[config.mk]
export PLATFORM = sky130hd
export DESIGN_NAME = salc_ctrl
export DESIGN_NICKNAME = d
export VERILOG_FILES = /design/src/rtl/salc_pkg.sv /design/src/rtl/salc_ctrl.sv
export SDC_FILE = /design/constraint.sdc
export NUM_CORES = 1
export LEC_CHECK = 0
export BUFFER_PORTS_ARGS = -buffer_cell sky130_fd_sc_hd__buf_2
export CAP_MARGIN = 20
export CELL_PAD_IN_SITES_DETAIL_PLACEMENT = 2
export CELL_PAD_IN_SITES_GLOBAL_PLACEMENT = 2
export CORE_MARGIN = 2
export CORE_UTILIZATION = 27
export CTS_BUF_LIST = sky130_fd_sc_hd__clkbuf_8
export DETAILED_ROUTE_END_ITERATION = 10
export PLACE_DENSITY = 0.89
export SYNTH_ARGS = -nofsm -noshare
export SYNTH_HDL_FRONTEND = slang
export SYNTH_SLANG_ARGS = --single-unit
[constraint.sdc]
create_clock -name clk -period 1.9 [get_ports clk]
set_input_delay 0.285 -clock clk [delete_from_list [all_inputs] [get_ports clk]]
set_output_delay 0.285 -clock clk [all_outputs]
set_load 0.005 [all_outputs]
[src/rtl/salc_pkg.sv]
package salc_pkg;

	localparam int ADDR_W = 32;
	localparam int TAG_W  = 30;
	localparam int SET_W  = 10;
	localparam int WAY_W  = 2;
	localparam int CNT_W  = 32;

	localparam int IDX_W  = 4;
	localparam int OFF_W  = 3;
	localparam int WCFG_W = 3;

	localparam int APB_AW = 4;
	localparam int APB_DW = 32;

	localparam logic [IDX_W-1:0] IDX_BITS_MAX = 4'd10;
	localparam logic [OFF_W-1:0] OFF_BITS_MIN = 3'd2;
	localparam logic [OFF_W-1:0] OFF_BITS_MAX = 3'd6;

	localparam logic [IDX_W-1:0]  IDX_BITS_RST  = 4'd10;
	localparam logic [OFF_W-1:0]  OFF_BITS_RST  = 3'd2;
	localparam logic [WCFG_W-1:0] WAYS_USE_RST  = 3'd1;

	typedef enum logic [1:0] {
		REG_INDEX_BITS  = 2'd0,
		REG_OFFSET_BITS = 2'd1,
		REG_WAYS_IN_USE = 2'd2
	} salc_reg_t;

	typedef struct packed {
		logic [IDX_W-1:0]  index_bits;
		logic [OFF_W-1:0]  offset_bits;
		logic [WCFG_W-1:0] ways_in_use;
	} salc_cfg_t;

	typedef struct packed {
		logic clr_wr;
		logic load;
		logic mod_step;
		logic rd_en;
		logic lookup;
		logic commit;
	} salc_cmd_t;

	typedef struct packed {
		logic clr_last;
		logic mod_skip;
		logic mod_last;
		logic out_free;
	} salc_stat_t;

endpackage

[src/rtl/salc_ctrl.sv]
module salc_ctrl (
	input  logic                   clk,
	input  logic                   arst_n,
	input  logic                   req_valid,
	output logic                   req_ready,
	input  salc_pkg::salc_stat_t   stat,
	output salc_pkg::salc_cmd_t    cmd
);
	import salc_pkg::*;

	typedef enum logic [5:0] {
		ST_CLEAR  = 6'b000001,
		ST_IDLE   = 6'b000010,
		ST_REDUCE = 6'b000100,
		ST_READ   = 6'b001000,
		ST_LOOKUP = 6'b010000,
		ST_WRITE  = 6'b100000
	} state_t;

	state_t state_q, state_d;

	always_comb begin
		cmd       = '0;
		req_ready = 1'b0;
		state_d   = state_q;
		unique case (state_q)
			ST_CLEAR: begin
				cmd.clr_wr = 1'b1;
				if (stat.clr_last) begin
					state_d = ST_IDLE;
				end
			end
			ST_IDLE: begin
				req_ready = 1'b1;
				if (req_valid) begin
					cmd.load = 1'b1;
					state_d  = stat.mod_skip ? ST_READ : ST_REDUCE;
				end
			end
			ST_REDUCE: begin
				cmd.mod_step = 1'b1;
				if (stat.mod_last) begin
					state_d = ST_READ;
				end
			end
			ST_READ: begin
				cmd.rd_en = 1'b1;
				state_d   = ST_LOOKUP;
			end
			ST_LOOKUP: begin
				cmd.lookup = 1'b1;
				state_d    = ST_WRITE;
			end
			ST_WRITE: begin
				// hold the update until the output register can take the result
				if (stat.out_free) begin
					cmd.commit = 1'b1;
					state_d    = ST_IDLE;
				end
			end
			default: begin
				state_d = ST_CLEAR;
			end
		endcase
	end

	always_ff @(posedge clk or negedge arst_n) begin
		if (!arst_n) begin
			state_q <= ST_CLEAR;
		end else begin
			state_q <= state_d;
		end
	end
endmodule

* Yosys cells after proc, flatten, opt, wreduce, memory -nomap -nowiden
Index checks and enable logic that the tools add are counted.
** Word-level totals
- Bits in registers :: 6
- Bits of input ports :: 7
- Output and inout bits :: 7
- Word-level logic and storage cells :: 27
** Operators by class
- Equality and inequality tests :: 10
- Mux-type cells :: 15
- Reduce and logical (&&, ||, !) cells :: 1
** Operators by type and width (count)
- 6-bit one-hot mux with 6 select lines :: 1
- 6-bit two-way mux :: 4
- 1-bit two-way mux :: 9
- 2-bit inequality test (second input constant) :: 4
- 6-bit by 1-bit equality test with 1-bit output (second input constant) :: 1
- 6-bit by 2-bit equality test with 1-bit output (second input constant) :: 1
- 6-bit by 3-bit equality test with 1-bit output (second input constant) :: 1
- 6-bit by 4-bit equality test with 1-bit output (second input constant) :: 1
- 6-bit by 5-bit equality test with 1-bit output (second input constant) :: 1
- 6-bit equality test (second input constant) :: 1
- 4-bit two-way mux :: 1
- 4-bit AND reduction :: 1

* Longest topological paths before layout
- Depth in word-level cells :: 3
- Gate-level depth with buffers :: 3
- Gate-level depth less buffers :: 3

* Least setup slack after synthesis
No wires, ideal clock.
- Path kind :: flip-flop to output port
- Start point :: reg state_q[5]
- End point :: out cmd[4] (netlist bit)
- Arrival :: 1.385 ns
- Required time :: 1.615 ns
- Setup slack :: 0.230 ns
- Cell stages (with the launch flop) :: 4
- Path buffers :: 0
- Path through :: dfrtp_1 -> or4_4 -> nor3b_4 -> and2_1
** RTL lines
- from (decl) :: line salc_ctrl.sv:20 : state_t state_q, state_d;
- from (signal assigned) :: line salc_ctrl.sv:71 : state_q <= state_d;
- to (decl) :: line salc_ctrl.sv:7 : output salc_pkg::salc_cmd_t cmd

==> results.sh <==
export IMPL_post_route_period_util=1.028
export IMPL_wl_per_cell_um=15.59
export IMPL_startpoint_type="flop"
export IMPL_dieArea_mm2=0.001735
export IMPL_ant_nets=0
export IMPL_synth_cell_type_count=22
export IMPL_largest_register_ffs=6
export IMPL_hold_depth=2
export IMPL_cp_slowest_cell="or4_4"
export IMPL_instances_no_fill=83
export IMPL_dr_wl_met2_um=662
export IMPL_cts_tree="yes"
export IMPL_arrival_ns=1.67
export IMPL_wl_met1_um=555
export IMPL_cts_sinks=6
export IMPL_worstMarginPinSlew_ns=0.2627
export IMPL_ys_seq_area_frac=0.3954
export IMPL_worstPathRequired_ns=1.62
export IMPL_row_count=13
export IMPL_vdd_ir_drop_max_v=0.0007075
export IMPL_area_delta_synth_final_pct=54.90
export IMPL_grt_pass1_wl_um=2201
export IMPL_cts_made_buffers=3
export IMPL_outcome="finished with violations"
export IMPL_power_leakage_uw=0.0003051
export IMPL_place_gp_congestion=0.6558
export IMPL_routed_top_layer="met4"
export IMPL_hp_class="in -> reg"
export IMPL_io_buffers=13
export IMPL_yosysWarningCount=0
export IMPL_path_max_fanout=4
export IMPL_fin_setup_tns_ns=-0.09468
export IMPL_regMostFlops="state_q"
export IMPL_r2r_cells=6
export IMPL_dp_cells=72
export IMPL_syn_area_per_cell_um2=8.904
export IMPL_ios=14
export IMPL_finalSetupViolCount=2
export IMPL_vias=419
export IMPL_grt_setup_unrepaired="yes"
export IMPL_grt_start_max_net_pins=8
export IMPL_insertion_delay_ns=0.22
export IMPL_min_period_ns=1.953
export IMPL_antenna_found_initial=0
export IMPL_fin_util=0.4501
export IMPL_drive_above_1_share=0.4706
export IMPL_synth_area_um2=382.9
export IMPL_coreArea_mm2=0.001318
export IMPL_max_freq_ghz=0.5121
export IMPL_finalHoldViolCount=0
export IMPL_met3_length_um=63
export IMPL_num_antenna_cells=0
export IMPL_holdWs_ns=0.3145
export IMPL_skew_ns=0.0008141
export IMPL_gr_usage_all_layers=0.1661
export IMPL_maxCapViolations=0
export IMPL_hpwlAfterDp_um=885
export IMPL_relSlewSlack=0.8242
export IMPL_cts_buffer_depth=2
export IMPL_dr_pass1_iters=2
export IMPL_ys_ff_latch=6
export IMPL_worstPathCellList="or4_4 -> nor3b_4 -> and2_1 -> buf_2"
export IMPL_grt_pass1_vias=466
export IMPL_syn_inst=43
export IMPL_synth_nets=50
export IMPL_power_density_mw_per_mm2=1252
export IMPL_routed_wl_um=1294
export IMPL_worst_slack_ns=-0.05285
export IMPL_slowest_delay_ns=0.56
export IMPL_cp_end_kind="primary output"
export IMPL_viasPerCell=5.048
export IMPL_path_clk_slew_ns=0.04
export IMPL_ctsRootBufferMaster="clkbuf_8"
export IMPL_criticalPathCategory="reg -> out"
export IMPL_drt_iter0_markers=2
export IMPL_violations="negative setup slack"
export IMPL_die_x_um=41.66
export IMPL_start_util=0.2906
export IMPL_biggestRegsByFlops="state_q: 6 flops"
export IMPL_slew_violations=0
export IMPL_die_y_um=41.66
export IMPL_overflow=0
export IMPL_cts_max_level=1
export IMPL_num_nets_final=76
export IMPL_drcViolationCount=0
[power breakdown]
| part | switching [µW] | total, µW | internal (µW) |
|---|---|---|---|
| logic | 143 | 309 | 167 |
| registers | 68.0 | 237 | 169 |
| clock network | 57.6 | 197 | 139 |
[what timing repair did]
item                                    4_1_cts  5_1_grt
endpoints found under the hold margin         5        0
pin swaps                                     2        1
buffers inserted                              5        1
endpoints found under the setup margin        3        4
hold buffers                                  1        0
gates resized for setup                       4        1
[cells in the final DEF, fill, tap and decap left out, drive strengths merged]
cell type	instances
nand2	3
buf	20
or2b	1
nor3	4
a32o	3
nor2	5
inv	6
or4b	1
or4	1
nand3b	1
nor2b	1
dfstp	1
clkbuf	3
and2	1
o22ai	1
o21ai	3
nor3b	2
dlygate4sd3	1
nand2b	2
a311oi	1
o21a	1
a21oi	1
dfrtp	5
[path summary, 6_finish.rpt]
path | slack, ns | endpoint | from
worst max-delay path | -0.05 | cmd[4] | state_q[4]$_DFFE_PN0P_
worst min-delay path | 0.31 | state_q[3]$_DFFE_PN0P_ | stat[1]
worst max register to register | 0.16 | state_q[3]$_DFFE_PN0P_ | state_q[4]$_DFFE_PN0P_
worst min register to register | 0.56 | state_q[4]$_DFFE_PN0P_ | state_q[2]$_DFFE_PN0P_
max in group asynchronous | 1.27 | state_q[0]$_DFFE_PN1P_ | arst_n
min in group asynchronous | 0.41 | state_q[1]$_DFFE_PN0P_ | arst_n
[critical path: cells and delay by family (launching register included)]
| family | cells | cell delay (ns) |
|---|---|---|
| flip-flops | 1 | 0.42 |
| buffers and inverters | 1 | 0.10 |
| AND/OR/NAND/NOR | 3 | 0.93 |
[area by class of cell]
class,count,area (µm²)
clock buffer,3,41.29
clock inverter,1,3.754
sequential,6,153.9
fill,153,724.4
multi-input combinational,32,229.0
timing repair buffer,21,127.6
inverter,5,18.77
tap,15,18.77
[cell usage after synthesis]
| cell type | n | area [µm²] |
|---|---|---|
| a32o_2 | 2 | 22.52 |
| nor2_1 | 5 | 18.77 |
| nor3_1 | 4 | 20.02 |
| nand2b_1 | 2 | 12.51 |
| and2_1 | 1 | 6.260 |
| nor3b_4 | 1 | 18.77 |
| or4b_1 | 1 | 10.01 |
| a21oi_1 | 1 | 5.000 |
| a311oi_1 | 1 | 8.760 |
| inv_1 | 5 | 18.77 |
| a32o_1 | 1 | 10.01 |
| nand2_1 | 3 | 11.26 |
| nand3b_1 | 1 | 7.510 |
| nor3b_1 | 1 | 7.510 |
| dfrtp_1 | 5 | 125.1 |
| o22ai_1 | 1 | 6.260 |
| or2b_1 | 1 | 7.510 |
| o21a_1 | 1 | 7.510 |
| o21ai_0 | 3 | 15.01 |
| or4_4 | 1 | 11.26 |
| dfstp_2 | 1 | 26.28 |
| nor2b_1 | 1 | 6.260 |
[layer usage]
metal,track usage,up-vias
met5,0,-
met4,0.05806,0
met3,0.03913,2
met2,0.2844,14
met1,0.2011,199
li1,-,204
[metrics by stage]
step / area, µm² / worst slack (ns) / total power (µW)
3_5_place_dp: 474.2 / 0.1124 / 481.2
5_1_grt: 593.1 / -0.1104 / 800.4
3_3_place_gp: 474.2 / 0.1380 / 474.1
6_report: 593.1 / -0.05285 / 742.8
4_1_cts: 579.3 / -0.06922 / 722.3
2_1_floorplan: 382.9 / 0.2295 / 380.9
[cell families (layout without fill, tap and decap cells)]
kind of cell	Yosys count	count (layout)	synth area share
simple gates	22	22	0.3595
compound gates	10	10	0.1961
buf+inv	5	30	0.04902
flops	6	6	0.3954
No activity file was read; power rests on OpenSTA's default activity.
